**config.mk**
```make
export PLATFORM = sky130hd
export DESIGN_NAME = dahr_envelope_generator_flat
export DESIGN_NICKNAME = d
export VERILOG_FILES = /design/src/rtl/dahr_pkg.sv /design/src/rtl/dahr_if.sv /design/src/rtl/dahr_div.sv /design/src/rtl/dahr_ctrl.sv /design/src/rtl/dahr_dp.sv /design/src/rtl/dahr_envelope_generator.sv /design/src/flat_wrapper.sv
export VERILOG_INCLUDE_DIRS = /design/src /design/src/rtl
export SDC_FILE = /design/constraint.sdc
export NUM_CORES = 1
export LEC_CHECK = 0
export BUFFER_PORTS_ARGS = -buffer_cell sky130_fd_sc_hd__buf_2
export CORE_UTILIZATION = 31
export CTS_CLUSTER_DIAMETER = 200
export CTS_CLUSTER_SIZE = 25
export DETAILED_ROUTE_END_ITERATION = 6
export GPL_TIMING_DRIVEN = 0
export SYNTH_ARGS = -nofsm -noshare
export SYNTH_HDL_FRONTEND = slang
export SYNTH_SLANG_ARGS = --single-unit
```
**constraint.sdc**
```tcl
create_clock -name clock -period 5.1 [get_ports clock]
set_input_delay 1.275 -clock clock [delete_from_list [all_inputs] [get_ports clock]]
set_output_delay 1.275 -clock clock [all_outputs]
set_load 0.01 [all_outputs]
```
**src/rtl/dahr_envelope_generator_macros.svh**
```systemverilog
// assertion macros shared by the envelope generator modules
`ifndef DAHR_ENVELOPE_GENERATOR_MACROS_SVH
`define DAHR_ENVELOPE_GENERATOR_MACROS_SVH

// same-cycle implication, sampled on clock, off during reset
`define DAHR_ASSERT_NOW(lbl, ante, cons, msg) \
   lbl: assert property (@(posedge clock) disable iff (reset) (ante) |-> (cons)) \
      else $error(msg);

// next-cycle implication, sampled on clock, off during reset
`define DAHR_ASSERT_NEXT(lbl, ante, cons, msg) \
   lbl: assert property (@(posedge clock) disable iff (reset) (ante) |=> (cons)) \
      else $error(msg);

`endif

```
**src/rtl/dahr_pkg.sv**
```systemverilog
// shared constants and controller/datapath types of the envelope generator
`default_nettype none

package dahr_pkg;

   localparam int FRAME_BITS_DEFAULT      = 24;
   localparam int LEVEL_FRAC_BITS_DEFAULT = 32;

   localparam int ACTION_W    = 2;
   localparam int SEG_W       = 3;
   localparam int MODE_W      = 2;
   localparam int OUT_LEVEL_W = 17;
   localparam int CSR_INDEX_W = 3;

   // actions
   localparam logic [ACTION_W-1:0] ACT_TICK    = 2'd0;
   localparam logic [ACTION_W-1:0] ACT_KEY_ON  = 2'd1;
   localparam logic [ACTION_W-1:0] ACT_KEY_OFF = 2'd2;

   // segments
   localparam logic [SEG_W-1:0] SEG_IDLE    = 3'd0;
   localparam logic [SEG_W-1:0] SEG_DELAY   = 3'd1;
   localparam logic [SEG_W-1:0] SEG_ATTACK  = 3'd2;
   localparam logic [SEG_W-1:0] SEG_HOLD    = 3'd3;
   localparam logic [SEG_W-1:0] SEG_RELEASE = 3'd4;

   // envelope modes
   localparam logic [MODE_W-1:0] MODE_NORMAL = 2'd0;
   localparam logic [MODE_W-1:0] MODE_HOLD   = 2'd1;
   localparam logic [MODE_W-1:0] MODE_REPEAT = 2'd2;

   // register indexes
   localparam logic [CSR_INDEX_W-1:0] REG_MODE        = 3'd0;
   localparam logic [CSR_INDEX_W-1:0] REG_DELAY       = 3'd1;
   localparam logic [CSR_INDEX_W-1:0] REG_ATTACK      = 3'd2;
   localparam logic [CSR_INDEX_W-1:0] REG_RELEASE     = 3'd3;
   localparam logic [CSR_INDEX_W-1:0] REG_RELEASE_ENA = 3'd4;

   typedef struct packed {
      logic             capture;
      logic             frame_step;
      logic             key_on;
      logic             enter;
      logic             div_start;
      logic             slope_load;
      logic             apply;
      logic             load_rsp;
      logic [SEG_W-1:0] seg_sel;
   } dahr_cmd_type;

   typedef struct packed {
      logic [ACTION_W-1:0] action;
      logic [SEG_W-1:0]    segment;
      logic                expiring;
      logic                ignore_flag;
      logic [MODE_W-1:0]   mode;
      logic                release_enable;
      logic                delay_zero;
      logic                attack_zero;
      logic                release_zero;
      logic                div_done;
   } dahr_status_type;

endpackage

`default_nettype wire

```
**src/rtl/dahr_if.sv**
```systemverilog
// valid/ready channel interfaces: request, response and register write
`default_nettype none

interface dahr_req_if;
   logic                           valid;
   logic                           ready;
   logic [dahr_pkg::ACTION_W-1:0]  action;
   logic                           ignore_release;

   modport source (output valid, output action, output ignore_release, input ready);
   modport sink (input valid, input action, input ignore_release, output ready);
endinterface

interface dahr_rsp_if;
   logic                             valid;
   logic                             ready;
   logic [dahr_pkg::OUT_LEVEL_W-1:0] level;
   logic [dahr_pkg::SEG_W-1:0]       segment;

   modport source (output valid, output level, output segment, input ready);
   modport sink (input valid, input level, input segment, output ready);
endinterface

interface dahr_csr_if #(
   parameter int DATA_W = dahr_pkg::FRAME_BITS_DEFAULT
);
   logic                             valid;
   logic                             ready;
   logic [dahr_pkg::CSR_INDEX_W-1:0] index;
   logic [DATA_W-1:0]                data;

   modport source (output valid, output index, output data, input ready);
   modport sink (input valid, input index, input data, output ready);
endinterface

`default_nettype wire

```
**src/rtl/dahr_div.sv**
```systemverilog
// restoring serial divider, one quotient bit per cycle
`default_nettype none

module dahr_div #(
   parameter int DIVIDEND_W = dahr_pkg::LEVEL_FRAC_BITS_DEFAULT + 1,
   parameter int DIVISOR_W  = dahr_pkg::FRAME_BITS_DEFAULT
) (
   input  wire logic                  clock,
   input  wire logic                  reset,
   input  wire logic                  start,
   input  wire logic [DIVIDEND_W-1:0] dividend,
   input  wire logic [DIVISOR_W-1:0]  divisor,
   output logic                       done,
   output logic [DIVIDEND_W-1:0]      quotient
);

   localparam int CW = $clog2(DIVIDEND_W);

   logic                  busy_ff;
   logic                  done_ff;
   logic [CW-1:0]         cnt_ff;
   logic [DIVISOR_W-1:0]  rem_ff, rem_in;
   logic [DIVIDEND_W-1:0] quo_ff, quo_in;
   logic [DIVISOR_W-1:0]  den_ff;
   logic [DIVISOR_W:0]    trial;
   logic [DIVISOR_W:0]    trial_diff;
   logic                  fits;
   logic                  last_step;

   assign last_step = busy_ff && (cnt_ff == '0);

   always_comb begin
      trial      = {rem_ff, quo_ff[DIVIDEND_W-1]};
      fits       = (trial >= {1'b0, den_ff});
      trial_diff = trial - {1'b0, den_ff};
      rem_in     = fits ? trial_diff[DIVISOR_W-1:0] : trial[DIVISOR_W-1:0];
      quo_in     = {quo_ff[DIVIDEND_W-2:0], fits};
   end

   always_ff @(posedge clock) begin
      if (reset) begin
         busy_ff <= 1'b0;
         done_ff <= 1'b0;
         cnt_ff  <= '0;
      end else begin
         done_ff <= last_step;
         if (start) begin
            busy_ff <= 1'b1;
            cnt_ff  <= CW'(DIVIDEND_W - 1);
         end else if (busy_ff) begin
            busy_ff <= !last_step;
            cnt_ff  <= cnt_ff - 1'b1;
         end
      end
   end

   always_ff @(posedge clock) begin
      if (start) begin
         rem_ff <= '0;
         quo_ff <= dividend;
         den_ff <= divisor;
      end else if (busy_ff) begin
         rem_ff <= rem_in;
         quo_ff <= quo_in;
      end
   end

   assign done     = done_ff;
   assign quotient = quo_ff;

endmodule

`default_nettype wire

```
**src/rtl/dahr_ctrl.sv**
```systemverilog
// sequencing state machine: decodes a word, steps segments, drives the datapath
`default_nettype none

module dahr_ctrl (
   input  wire logic                      clock,
   input  wire logic                      reset,
   input  wire logic                      req_valid,
   output logic                           req_ready,
   output logic                           rsp_valid,
   input  wire logic                      rsp_ready,
   input  wire dahr_pkg::dahr_status_type status,
   output dahr_pkg::dahr_cmd_type         cmd
);

`include "dahr_envelope_generator_macros.svh"

   localparam logic [2:0] S_IDLE   = 3'd0;
   localparam logic [2:0] S_DECIDE = 3'd1;
   localparam logic [2:0] S_ENTER  = 3'd2;
   localparam logic [2:0] S_DIV    = 3'd3;
   localparam logic [2:0] S_APPLY  = 3'd4;
   localparam logic [2:0] S_FINISH = 3'd5;

   logic [2:0]                 state_ff, state_in;
   logic [dahr_pkg::SEG_W-1:0] nxt_seg_ff, nxt_seg_in;
   logic                       apply_ff, apply_in;
   logic                       rsp_valid_ff, rsp_valid_in;
   logic                       advance;
   logic [dahr_pkg::SEG_W-1:0] adv_seg;
   logic                       frames_zero;
   logic                       needs_div;
   logic                       out_free;

   // segment that follows on expiry, by mode
   always_comb begin
      advance = 1'b0;
      adv_seg = status.segment + 1'b1;
      case (status.mode)
         dahr_pkg::MODE_NORMAL: begin
            advance = status.segment inside {dahr_pkg::SEG_DELAY, dahr_pkg::SEG_ATTACK,
                                             dahr_pkg::SEG_HOLD};
         end
         dahr_pkg::MODE_HOLD: begin
            advance = (status.segment == dahr_pkg::SEG_DELAY);
         end
         dahr_pkg::MODE_REPEAT: begin
            advance = 1'b1;
            if (status.segment == dahr_pkg::SEG_RELEASE) begin
               adv_seg = dahr_pkg::SEG_DELAY;
            end
         end
         default: begin
            advance = 1'b0;
         end
      endcase
   end

   always_comb begin
      case (nxt_seg_ff)
         dahr_pkg::SEG_DELAY:  frames_zero = status.delay_zero;
         dahr_pkg::SEG_ATTACK: frames_zero = status.attack_zero;
         default:              frames_zero = status.release_zero;
      endcase
      needs_div = (nxt_seg_ff != dahr_pkg::SEG_HOLD) && !frames_zero;
   end

   assign out_free = !rsp_valid_ff || rsp_ready;

   always_comb begin
      state_in     = state_ff;
      nxt_seg_in   = nxt_seg_ff;
      apply_in     = apply_ff;
      rsp_valid_in = rsp_valid_ff && !rsp_ready;
      cmd          = '0;
      cmd.seg_sel  = nxt_seg_ff;
      case (state_ff)
         S_IDLE: begin
            cmd.capture = req_valid;
            if (req_valid) begin
               state_in = S_DECIDE;
            end
         end
         S_DECIDE: begin
            apply_in = 1'b0;
            case (status.action)
               dahr_pkg::ACT_TICK: begin
                  if (status.segment == dahr_pkg::SEG_IDLE) begin
                     state_in = S_FINISH;
                  end else begin
                     cmd.frame_step = 1'b1;
                     if (status.expiring && advance) begin
                        nxt_seg_in = adv_seg;
                        apply_in   = 1'b1;
                        state_in   = S_ENTER;
                     end else begin
                        state_in = S_APPLY;
                     end
                  end
               end
               dahr_pkg::ACT_KEY_ON: begin
                  cmd.key_on = 1'b1;
                  nxt_seg_in = dahr_pkg::SEG_DELAY;
                  state_in   = S_ENTER;
               end
               dahr_pkg::ACT_KEY_OFF: begin
                  if (status.release_enable && !status.ignore_flag) begin
                     nxt_seg_in = dahr_pkg::SEG_RELEASE;
                     state_in   = S_ENTER;
                  end else begin
                     state_in = S_FINISH;
                  end
               end
               default: begin
                  state_in = S_FINISH;
               end
            endcase
         end
         S_ENTER: begin
            cmd.enter     = 1'b1;
            cmd.div_start = needs_div;
            if (needs_div) begin
               state_in = S_DIV;
            end else if (apply_ff) begin
               state_in = S_APPLY;
            end else begin
               state_in = S_FINISH;
            end
         end
         S_DIV: begin
            if (status.div_done) begin
               cmd.slope_load = 1'b1;
               state_in       = apply_ff ? S_APPLY : S_FINISH;
            end
         end
         S_APPLY: begin
            cmd.apply = 1'b1;
            state_in  = S_FINISH;
         end
         S_FINISH: begin
            // hold the result until the output register frees up
            if (out_free) begin
               cmd.load_rsp = 1'b1;
               rsp_valid_in = 1'b1;
               state_in     = S_IDLE;
            end
         end
         default: begin
            state_in = S_IDLE;
         end
      endcase
   end

   always_ff @(posedge clock) begin
      if (reset) begin
         state_ff     <= S_IDLE;
         nxt_seg_ff   <= dahr_pkg::SEG_IDLE;
         apply_ff     <= 1'b0;
         rsp_valid_ff <= 1'b0;
      end else begin
         state_ff     <= state_in;
         nxt_seg_ff   <= nxt_seg_in;
         apply_ff     <= apply_in;
         rsp_valid_ff <= rsp_valid_in;
      end
   end

   assign req_ready = (state_ff == S_IDLE);
   assign rsp_valid = rsp_valid_ff;

   `DAHR_ASSERT_NOW(a_no_rsp_overwrite, cmd.load_rsp, out_free, "unread word overwritten")
   `DAHR_ASSERT_NOW(a_div_done_in_div, status.div_done, state_ff == S_DIV,
                    "divider finished outside the divide state")

endmodule

`default_nettype wire

```
**src/rtl/dahr_dp.sv**
```systemverilog
// datapath: registers, level accumulator, slope, frame counter and divider
`default_nettype none

module dahr_dp #(
   parameter int FRAME_BITS      = dahr_pkg::FRAME_BITS_DEFAULT,
   parameter int LEVEL_FRAC_BITS = dahr_pkg::LEVEL_FRAC_BITS_DEFAULT
) (
   input  wire logic                                 clock,
   input  wire logic                                 reset,
   input  wire dahr_pkg::dahr_cmd_type               cmd,
   output dahr_pkg::dahr_status_type                 status,
   input  wire logic [dahr_pkg::ACTION_W-1:0]        req_action,
   input  wire logic                                 req_ignore_release,
   input  wire logic                                 csr_write,
   input  wire logic [dahr_pkg::CSR_INDEX_W-1:0]     csr_index,
   input  wire logic [FRAME_BITS-1:0]                csr_data,
   output logic [dahr_pkg::OUT_LEVEL_W-1:0]          rsp_level,
   output logic [dahr_pkg::SEG_W-1:0]                rsp_segment
);

`include "dahr_envelope_generator_macros.svh"

   localparam int LW = LEVEL_FRAC_BITS + 1;   // level, Q1.F unsigned
   localparam int SW = LEVEL_FRAC_BITS + 2;   // slope, signed
   localparam int XW = LEVEL_FRAC_BITS + 3;   // level plus slope
   localparam logic [LW-1:0] LEVEL_ONE = {1'b1, {LEVEL_FRAC_BITS{1'b0}}};

   logic [dahr_pkg::ACTION_W-1:0] act_ff, act_in;
   logic                          ign_req_ff, ign_req_in;
   logic                          ign_flag_ff, ign_flag_in;
   logic [dahr_pkg::SEG_W-1:0]    seg_ff, seg_in;
   logic [LW-1:0]                 level_ff, level_in;
   logic signed [SW-1:0]          slope_ff, slope_in;
   logic [FRAME_BITS-1:0]         frames_ff, frames_in;
   logic                          div_neg_ff, div_neg_in;
   logic [dahr_pkg::MODE_W-1:0]   mode_ff, mode_in;
   logic [FRAME_BITS-1:0]         delay_ff, delay_in;
   logic [FRAME_BITS-1:0]         attack_ff, attack_in;
   logic [FRAME_BITS-1:0]         release_ff, release_in;
   logic                          rel_ena_ff, rel_ena_in;
   logic [dahr_pkg::OUT_LEVEL_W-1:0] rsp_level_ff, rsp_level_in;
   logic [dahr_pkg::SEG_W-1:0]       rsp_seg_ff, rsp_seg_in;

   logic [FRAME_BITS-1:0] enter_frames;
   logic                  enter_attack;
   logic [LW-1:0]         div_dividend;
   logic                  div_done;
   logic [LW-1:0]         div_quotient;
   logic [SW-1:0]         quo_mag;
   logic signed [XW-1:0]  level_sum;
   logic [LW-1:0]         level_clip;

   always_comb begin
      case (cmd.seg_sel)
         dahr_pkg::SEG_DELAY:  enter_frames = delay_ff;
         dahr_pkg::SEG_ATTACK: enter_frames = attack_ff;
         default:              enter_frames = release_ff;
      endcase
      enter_attack = (cmd.seg_sel == dahr_pkg::SEG_ATTACK);
      // attack ramps up to one, the others ramp down to zero
      div_dividend = enter_attack ? (LEVEL_ONE - level_ff) : level_ff;
   end

   dahr_div #(
      .DIVIDEND_W (LW),
      .DIVISOR_W  (FRAME_BITS)
   ) u_div (
      .clock    (clock),
      .reset    (reset),
      .start    (cmd.div_start),
      .dividend (div_dividend),
      .divisor  (enter_frames),
      .done     (div_done),
      .quotient (div_quotient)
   );

   always_comb begin
      quo_mag    = {1'b0, div_quotient};
      level_sum  = $signed({2'b00, level_ff}) + $signed({slope_ff[SW-1], slope_ff});
      if (level_sum[XW-1]) begin
         level_clip = '0;
      end else if (level_sum[XW-2:0] > {1'b0, LEVEL_ONE}) begin
         level_clip = LEVEL_ONE;
      end else begin
         level_clip = level_sum[LW-1:0];
      end
   end

   always_comb begin
      act_in       = act_ff;
      ign_req_in   = ign_req_ff;
      ign_flag_in  = ign_flag_ff;
      seg_in       = seg_ff;
      level_in     = level_ff;
      slope_in     = slope_ff;
      frames_in    = frames_ff;
      div_neg_in   = div_neg_ff;
      mode_in      = mode_ff;
      delay_in     = delay_ff;
      attack_in    = attack_ff;
      release_in   = release_ff;
      rel_ena_in   = rel_ena_ff;
      rsp_level_in = rsp_level_ff;
      rsp_seg_in   = rsp_seg_ff;

      if (cmd.capture) begin
         act_in     = req_action;
         ign_req_in = req_ignore_release;
      end
      if (cmd.frame_step && (frames_ff != '0)) begin
         frames_in = frames_ff - 1'b1;
      end
      if (cmd.key_on) begin
         ign_flag_in = ign_req_ff;
         level_in    = '0;
      end
      if (cmd.enter) begin
         seg_in = cmd.seg_sel;
         if (cmd.seg_sel == dahr_pkg::SEG_HOLD) begin
            // hold keeps the frame counter, so it lasts one frame
            level_in = LEVEL_ONE;
            slope_in = '0;
         end else begin
            frames_in = enter_frames;
            if (enter_frames == '0) begin
               level_in = enter_attack ? LEVEL_ONE : '0;
               slope_in = '0;
            end
         end
      end
      if (cmd.div_start) begin
         div_neg_in = !enter_attack;
      end
      if (cmd.slope_load) begin
         slope_in = div_neg_ff ? $signed(-quo_mag) : $signed(quo_mag);
      end
      if (cmd.apply) begin
         level_in = level_clip;
      end
      if (cmd.load_rsp) begin
         rsp_level_in = level_ff[LEVEL_FRAC_BITS -: dahr_pkg::OUT_LEVEL_W];
         rsp_seg_in   = seg_ff;
      end

      if (csr_write) begin
         case (csr_index)
            dahr_pkg::REG_MODE:        mode_in    = csr_data[dahr_pkg::MODE_W-1:0];
            dahr_pkg::REG_DELAY:       delay_in   = csr_data;
            dahr_pkg::REG_ATTACK:      attack_in  = csr_data;
            dahr_pkg::REG_RELEASE:     release_in = csr_data;
            dahr_pkg::REG_RELEASE_ENA: rel_ena_in = csr_data[0];
            default: begin
            end
         endcase
      end
   end

   always_ff @(posedge clock) begin
      if (reset) begin
         ign_flag_ff <= 1'b0;
         seg_ff      <= dahr_pkg::SEG_IDLE;
         level_ff    <= '0;
         slope_ff    <= '0;
         frames_ff   <= '0;
         mode_ff     <= dahr_pkg::MODE_NORMAL;
         delay_ff    <= '0;
         attack_ff   <= '0;
         release_ff  <= '0;
         rel_ena_ff  <= 1'b1;
      end else begin
         ign_flag_ff <= ign_flag_in;
         seg_ff      <= seg_in;
         level_ff    <= level_in;
         slope_ff    <= slope_in;
         frames_ff   <= frames_in;
         mode_ff     <= mode_in;
         delay_ff    <= delay_in;
         attack_ff   <= attack_in;
         release_ff  <= release_in;
         rel_ena_ff  <= rel_ena_in;
      end
   end

   always_ff @(posedge clock) begin
      act_ff       <= act_in;
      ign_req_ff   <= ign_req_in;
      div_neg_ff   <= div_neg_in;
      rsp_level_ff <= rsp_level_in;
      rsp_seg_ff   <= rsp_seg_in;
   end

   always_comb begin
      status                = '0;
      status.action         = act_ff;
      status.segment        = seg_ff;
      status.expiring       = (frames_ff[FRAME_BITS-1:1] == '0);
      status.ignore_flag    = ign_flag_ff;
      status.mode           = mode_ff;
      status.release_enable = rel_ena_ff;
      status.delay_zero     = (delay_ff == '0);
      status.attack_zero    = (attack_ff == '0);
      status.release_zero   = (release_ff == '0);
      status.div_done       = div_done;
   end

   assign rsp_level   = rsp_level_ff;
   assign rsp_segment = rsp_seg_ff;

   `DAHR_ASSERT_NOW(a_level_in_range, 1'b1, level_ff <= LEVEL_ONE, "level above full scale")
   `DAHR_ASSERT_NOW(a_idle_is_quiet, seg_ff == dahr_pkg::SEG_IDLE,
                    level_ff == '0 && slope_ff == '0, "idle with nonzero level or slope")

endmodule

`default_nettype wire

```
**src/rtl/dahr_envelope_generator.sv**
```systemverilog
// Delay-attack-hold-release envelope generator, one result word per request word.
//
// Channels: req_ch carries action (tick, key on, key off) and ignore_release;
// rsp_ch returns the level in Q1.16 and the segment after that action; csr_ch
// writes the mode, the three segment lengths in frames and the release enable.
// The register channel is always ready; write only while no word is in flight.
//
// Divide: a word that enters a delay, attack or release segment with a nonzero
// length runs the serial divider, one quotient bit per cycle. One word is worked
// on at a time; the next is accepted the cycle after the result is loaded into
// the output register.
//
// Reset clears the segment to idle, level, slope and frame counter to zero,
// the configuration registers to zero except release enable, which comes up set.
// A stalled receiver holds the result in the output register; one more word
// may be taken and worked, then the block waits until the held word is taken.
`default_nettype none

module dahr_envelope_generator #(
   parameter int FRAME_BITS      = dahr_pkg::FRAME_BITS_DEFAULT,
   parameter int LEVEL_FRAC_BITS = dahr_pkg::LEVEL_FRAC_BITS_DEFAULT
) (
   input  wire logic clock,
   input  wire logic reset,
   dahr_req_if.sink   req_ch,
   dahr_rsp_if.source rsp_ch,
   dahr_csr_if.sink   csr_ch
);

   dahr_pkg::dahr_cmd_type    cmd;
   dahr_pkg::dahr_status_type status;
   logic                      csr_write;

   assign csr_ch.ready = 1'b1;
   assign csr_write    = csr_ch.valid;

   dahr_ctrl u_ctrl (
      .clock     (clock),
      .reset     (reset),
      .req_valid (req_ch.valid),
      .req_ready (req_ch.ready),
      .rsp_valid (rsp_ch.valid),
      .rsp_ready (rsp_ch.ready),
      .status    (status),
      .cmd       (cmd)
   );

   dahr_dp #(
      .FRAME_BITS      (FRAME_BITS),
      .LEVEL_FRAC_BITS (LEVEL_FRAC_BITS)
   ) u_dp (
      .clock              (clock),
      .reset              (reset),
      .cmd                (cmd),
      .status             (status),
      .req_action         (req_ch.action),
      .req_ignore_release (req_ch.ignore_release),
      .csr_write          (csr_write),
      .csr_index          (csr_ch.index),
      .csr_data           (FRAME_BITS'(csr_ch.data)),
      .rsp_level          (rsp_ch.level),
      .rsp_segment        (rsp_ch.segment)
   );

endmodule

`default_nettype wire
```
**src/flat_wrapper.sv**
```systemverilog
// flat-port wrapper written by rule: the top's interface ports become plain ports
module dahr_envelope_generator_flat 
#(
   parameter int FRAME_BITS      = dahr_pkg::FRAME_BITS_DEFAULT,
   parameter int LEVEL_FRAC_BITS = dahr_pkg::LEVEL_FRAC_BITS_DEFAULT
)
  (clock, reset, req_ch_valid, req_ch_action, req_ch_ignore_release, req_ch_ready, rsp_ch_valid, rsp_ch_level, rsp_ch_segment, rsp_ch_ready, csr_ch_valid, csr_ch_index, csr_ch_data, csr_ch_ready);
  dahr_req_if req_ch_i ();
  dahr_rsp_if rsp_ch_i ();
  dahr_csr_if csr_ch_i ();
  input  wire logic clock;
  input  wire logic reset;
  input wire logic [$bits(req_ch_i.valid)-1:0] req_ch_valid;
  input wire logic [$bits(req_ch_i.action)-1:0] req_ch_action;
  input wire logic [$bits(req_ch_i.ignore_release)-1:0] req_ch_ignore_release;
  output wire logic [$bits(req_ch_i.ready)-1:0] req_ch_ready;
  output wire logic [$bits(rsp_ch_i.valid)-1:0] rsp_ch_valid;
  output wire logic [$bits(rsp_ch_i.level)-1:0] rsp_ch_level;
  output wire logic [$bits(rsp_ch_i.segment)-1:0] rsp_ch_segment;
  input wire logic [$bits(rsp_ch_i.ready)-1:0] rsp_ch_ready;
  input wire logic [$bits(csr_ch_i.valid)-1:0] csr_ch_valid;
  input wire logic [$bits(csr_ch_i.index)-1:0] csr_ch_index;
  input wire logic [$bits(csr_ch_i.data)-1:0] csr_ch_data;
  output wire logic [$bits(csr_ch_i.ready)-1:0] csr_ch_ready;
  assign req_ch_i.valid = req_ch_valid;
  assign req_ch_i.action = req_ch_action;
  assign req_ch_i.ignore_release = req_ch_ignore_release;
  assign req_ch_ready = req_ch_i.ready;
  assign rsp_ch_valid = rsp_ch_i.valid;
  assign rsp_ch_level = rsp_ch_i.level;
  assign rsp_ch_segment = rsp_ch_i.segment;
  assign rsp_ch_i.ready = rsp_ch_ready;
  assign csr_ch_i.valid = csr_ch_valid;
  assign csr_ch_i.index = csr_ch_index;
  assign csr_ch_i.data = csr_ch_data;
  assign csr_ch_ready = csr_ch_i.ready;
  dahr_envelope_generator #(.FRAME_BITS(FRAME_BITS), .LEVEL_FRAC_BITS(LEVEL_FRAC_BITS)) u_core (.clock(clock), .reset(reset), .req_ch(req_ch_i), .rsp_ch(rsp_ch_i), .csr_ch(csr_ch_i));
endmodule
```
==> results.json <==
{
  "status": "finished clean",
  "synth_top_area_share_pct": 26.0,
  "antenna_found_initial": 0,
  "cts_sinks": 291,
  "synth-compound-area-share_pct": 21.6,
  "drt_iter0_drc": 1054,
  "synthArstFlopShare_pct": 0,
  "worst_pin_slew_ns": 1.39,
  "dpl.hpwl_um": 36000,
  "grt_start_max_net_pins": 30,
  "ys_seq_elements": 291,
  "cts_root_buf": "clkbuf_16",
  "dp.cells": 2623,
  "cp_slowest_cell": "a2111oi_2",
  "hp-class": "register to register",
  "finalNonFillerCells": 2647,
  "hold_viol_final": 0,
  "drt_wl_total_um": 46700,
  "synth-simple-area-share_pct": 19.2,
  "slowest_delay_ns": 0.71,
  "use_met2_pct": 28.2,
  "clk_latency_ns": 0.53,
  "synth_warnings": 0,
  "cts_buffers": 15,
  "arrival_ns": 5.35,
  "ant_nets": 0,
  "regToRegSetupSlack_ns": 0.22,
  "grt_usage_pct": 17.1,
  "syn_nets": 1996,
  "skew_ns": 0.0305,
  "dieHeight_um": 230,
  "rr_startpoint": "u_core.u_dp.level_ff[1]$_SDFF_PP0_",
  "htree_levels": 1,
  "grt_pass1_wl_um": 73500,
  "period_minus_slack_ns": 4.88,
  "start_util_pct": 31.4,
  "postSynthAreaPerCell_um2": 8.57,
  "syn_area_um2": 16200,
  "clk_pin_slew_worst_paths_ns": 0.11,
  "io_buffers": 55,
  "drcViolationCount": 0,
  "synth.distinct_cells": 91,
  "pin_count": 58,
  "cts_buffer_depth": 3,
  "synth_top_area_cell": "dfxtp_1",
  "cts_setup_buffers": 0,
  "cap_violations": 0,
  "synth_cells": 1887,
  "die_area_um2": 53100,
  "place.gp.congestion": 0.884,
  "synth_top_flop_cell": "dfxtp_1",
  "area_delta_synth_final_pct": 9.71,
  "rows": 83,
  "use_met3_pct": 1.58,
  "vias_per_cell": 5.35,
  "end_kind": "register",
  "drive_gt1_share_pct": 5.95,
  "busiest_layer": "met2",
  "relSlewSlack_pct": 7.24,
  "coreArea_um2": 51400,
  "final_common_cell": "nand2_1",
  "first_global_vias": 13275,
  "final.setup.tns_ns": 0,
  "grt_overflow_total": 0,
  "synth-edff-count": 81,
  "fmax_mhz": 205,
  "final_util_pct": 34.5,
  "yosys-mux-area-fraction_pct": 1.30,
  "wl_per_cell_um": 17.6,
  "r2r_end": "u_core.u_dp.level_ff[3]$_SDFF_PP0_",
  "n_antenna_cell": 0,
  "holdBufCountCts": 0,
  "min_period_over_period_pct": 95.7,
  "cp_data_required_time_ns": 5.57,
  "die_w_um": 230,
  "grt.met1_usage_pct": 23.7,
  "power_density_nw_per_um2": 321,
  "nets": 2069,
  "synth_xor_area_share_pct": 7.04,
  "seq_area_frac_synth_pct": 41.1,
  "cts_tree": "done",
  "power.leakage_nw": 6.93,
  "crit_fanout": 10,
  "layout_common_cells": "nand2_1, dfxtp_1, a21oi_1, nor2_1, o21ai_0",
  "setup_violations": 0,
  "first_pass_iters": 6,
  "slew_violations": 0,
  "endpoint": "u_core.u_dp.level_ff[3]$_SDFF_PP0_",
  "cts_resized": 0,
  "timing.hold.ws_ns": 0.463,
  "path_cells": "ha_1, a211oi_1, o21ai_1, a2111oi_2, nor2_1, xor2_1, nor4bb_1, nand4bb_1, nor4_1, and4b_1, a31o_4, buf_4, a22o_1",
  "reg2reg_depth": 13,
  "power_w": 0.00570,
  "rsz0062_at_grt": "false",
  "critPathKind": "register to register",
  "start_kind": "register",
  "synthAdderAreaFrac_pct": 5.82,
  "cp-startpoint": "u_core.u_dp.level_ff[1]$_SDFF_PP0_",
  "vdd_drop_max_v": 0.000216,
  "synth_top_family_by_area": "compound AO/OA/AOI/OAI gates",
  "synthTopCellsByArea": "dfxtp_1, edfxtp_1, nand2_1",
  "vias": 14169
}
[layer usage]
layer	vias to the layer above	routed length, um
li1	6918	-
met1	6826	22000
met2	362	21600
met3	63	2000
met4	0	1050
met5	-	0
[worst max-delay path: cells and delay by family (launching register included)]
kind	cells	cell delay [ns]
DFF	1	0.47
xor gates and xnor gates	1	0.23
buffers and inverters	1	0.23
adders and majority gates	1	0.29
and+or+nand+nor	5	1.83
AOI/OAI and AO/OA	5	1.74
[final cells by class]
cell class | instances | area [um2]
Clock inverter | 1 | 11.3
Fill cell | 5279 | 33700
Buffer | 96 | 380
Sequential cell | 291 | 6640
Timing Repair Buffer | 56 | 303
Clock buffer | 23 | 405
Multi-Input combinational cell | 1433 | 8900
Tap cell | 680 | 851
Inverter | 67 | 251
[power breakdown]
part / total [W] / switching (W) / internal (W)
clock network: 0.00134 / 0.000781 / 0.000563
registers: 0.00269 / 0.000141 / 0.00255
logic: 0.00166 / 0.000967 / 0.000695
total: 0.00570 / 0.00189 / 0.00381
[logic make-up after synthesis]
logic type	count (synthesis)
AOI/OAI and AO/OA	539
other	1
DFF	291
muxes	21
adders and majority gates	74
and+or+nand+nor	668
xor gates and xnor gates	130
buffers and inverters	163
[worst min path at each step]
stage / from / endpoint / slack (ns) / depth (start not counted)
2_1_floorplan: u_core.u_dp.ign_flag_ff$_SDFFE_PP0P_ / u_core.u_dp.ign_flag_ff$_SDFFE_PP0P_ / 0.44 / 2
3_3_place_gp: u_core.u_dp.u_div.cnt_ff[0]$_SDFFE_PP0P_ / u_core.u_dp.u_div.cnt_ff[0]$_SDFFE_PP0P_ / 0.44 / 2
3_5_place_dp: u_core.u_dp.ign_flag_ff$_SDFFE_PP0P_ / u_core.u_dp.ign_flag_ff$_SDFFE_PP0P_ / 0.46 / 2
4_1_cts: u_core.u_dp.ign_flag_ff$_SDFFE_PP0P_ / u_core.u_dp.ign_flag_ff$_SDFFE_PP0P_ / 0.47 / 2
5_1_grt: u_core.u_dp.ign_flag_ff$_SDFFE_PP0P_ / u_core.u_dp.ign_flag_ff$_SDFFE_PP0P_ / 0.49 / 2
6_report: u_core.u_dp.ign_flag_ff$_SDFFE_PP0P_ / u_core.u_dp.ign_flag_ff$_SDFFE_PP0P_ / 0.46 / 2
[flip-flops by register name, summed over array words and instances, names as in the netlist, 2 cells and up]
| register | cells |
|---|---|
| u_core.u_dp.release_ff | 24 |
| u_core.u_dp.u_div.quotient | 33 |
| u_core.u_dp.attack_ff | 24 |
| u_core.u_ctrl.nxt_seg_ff | 3 |
| u_core.u_dp.frames_ff | 24 |
| u_core.u_dp.seg_ff | 3 |
| u_core.u_dp.act_ff | 2 |
| u_core.u_dp.mode_ff | 2 |
| u_core.u_dp.rsp_level | 17 |
| u_core.u_ctrl.state_ff | 3 |
| u_core.u_dp.slope_ff | 34 |
| u_core.u_dp.level_ff | 33 |
| u_core.u_dp.delay_ff | 24 |
| u_core.u_dp.u_div.rem_ff | 24 |
| u_core.u_dp.rsp_segment | 3 |
| u_core.u_dp.u_div.den_ff | 24 |
| u_core.u_dp.u_div.cnt_ff | 6 |
[cell usage after synthesis (3+ instances only)]
cell type  count
nor3b_1        3
a211oi_1      21
a21oi_1      181
a21o_1        36
buf_2          7
a311oi_1       3
or3_1         19
clkbuf_1      85
or4_1         13
ha_1          72
and4_1         4
o21bai_1       9
or2_2         11
o41ai_1       12
dfxtp_1      210
o21ai_1        6
o21a_1         8
o31ai_1       19
a22oi_1       58
a2111oi_0      4
mux2i_1       21
xor2_1        45
o211ai_1       4
a41oi_1        4
nand3b_1       3
nand2b_1      23
nor2b_1        6
and3_1         5
and2_1         7
xnor2_1       85
edfxtp_1      81
o22ai_1        3
nand3_1       21
o21ai_0       99
nand2_1      322
nor4_1        32
nand4_1       15
nor3_1        27
a32o_1         4
nor2_1       135
a31oi_1       10
inv_1         66
buf_4          3
a22o_1        29
[metrics by stage]
stage | area [um2] | setup slack, ns
6_report | 17700 | 0.217
3_3_place_gp | 17300 | 0.0488
4_1_cts | 17700 | 0.384
3_5_place_dp | 17300 | 0.455
2_1_floorplan | 16200 | 1.52
5_1_grt | 17700 | 0.109
Note: power is estimated with default switching activity, not from simulation.
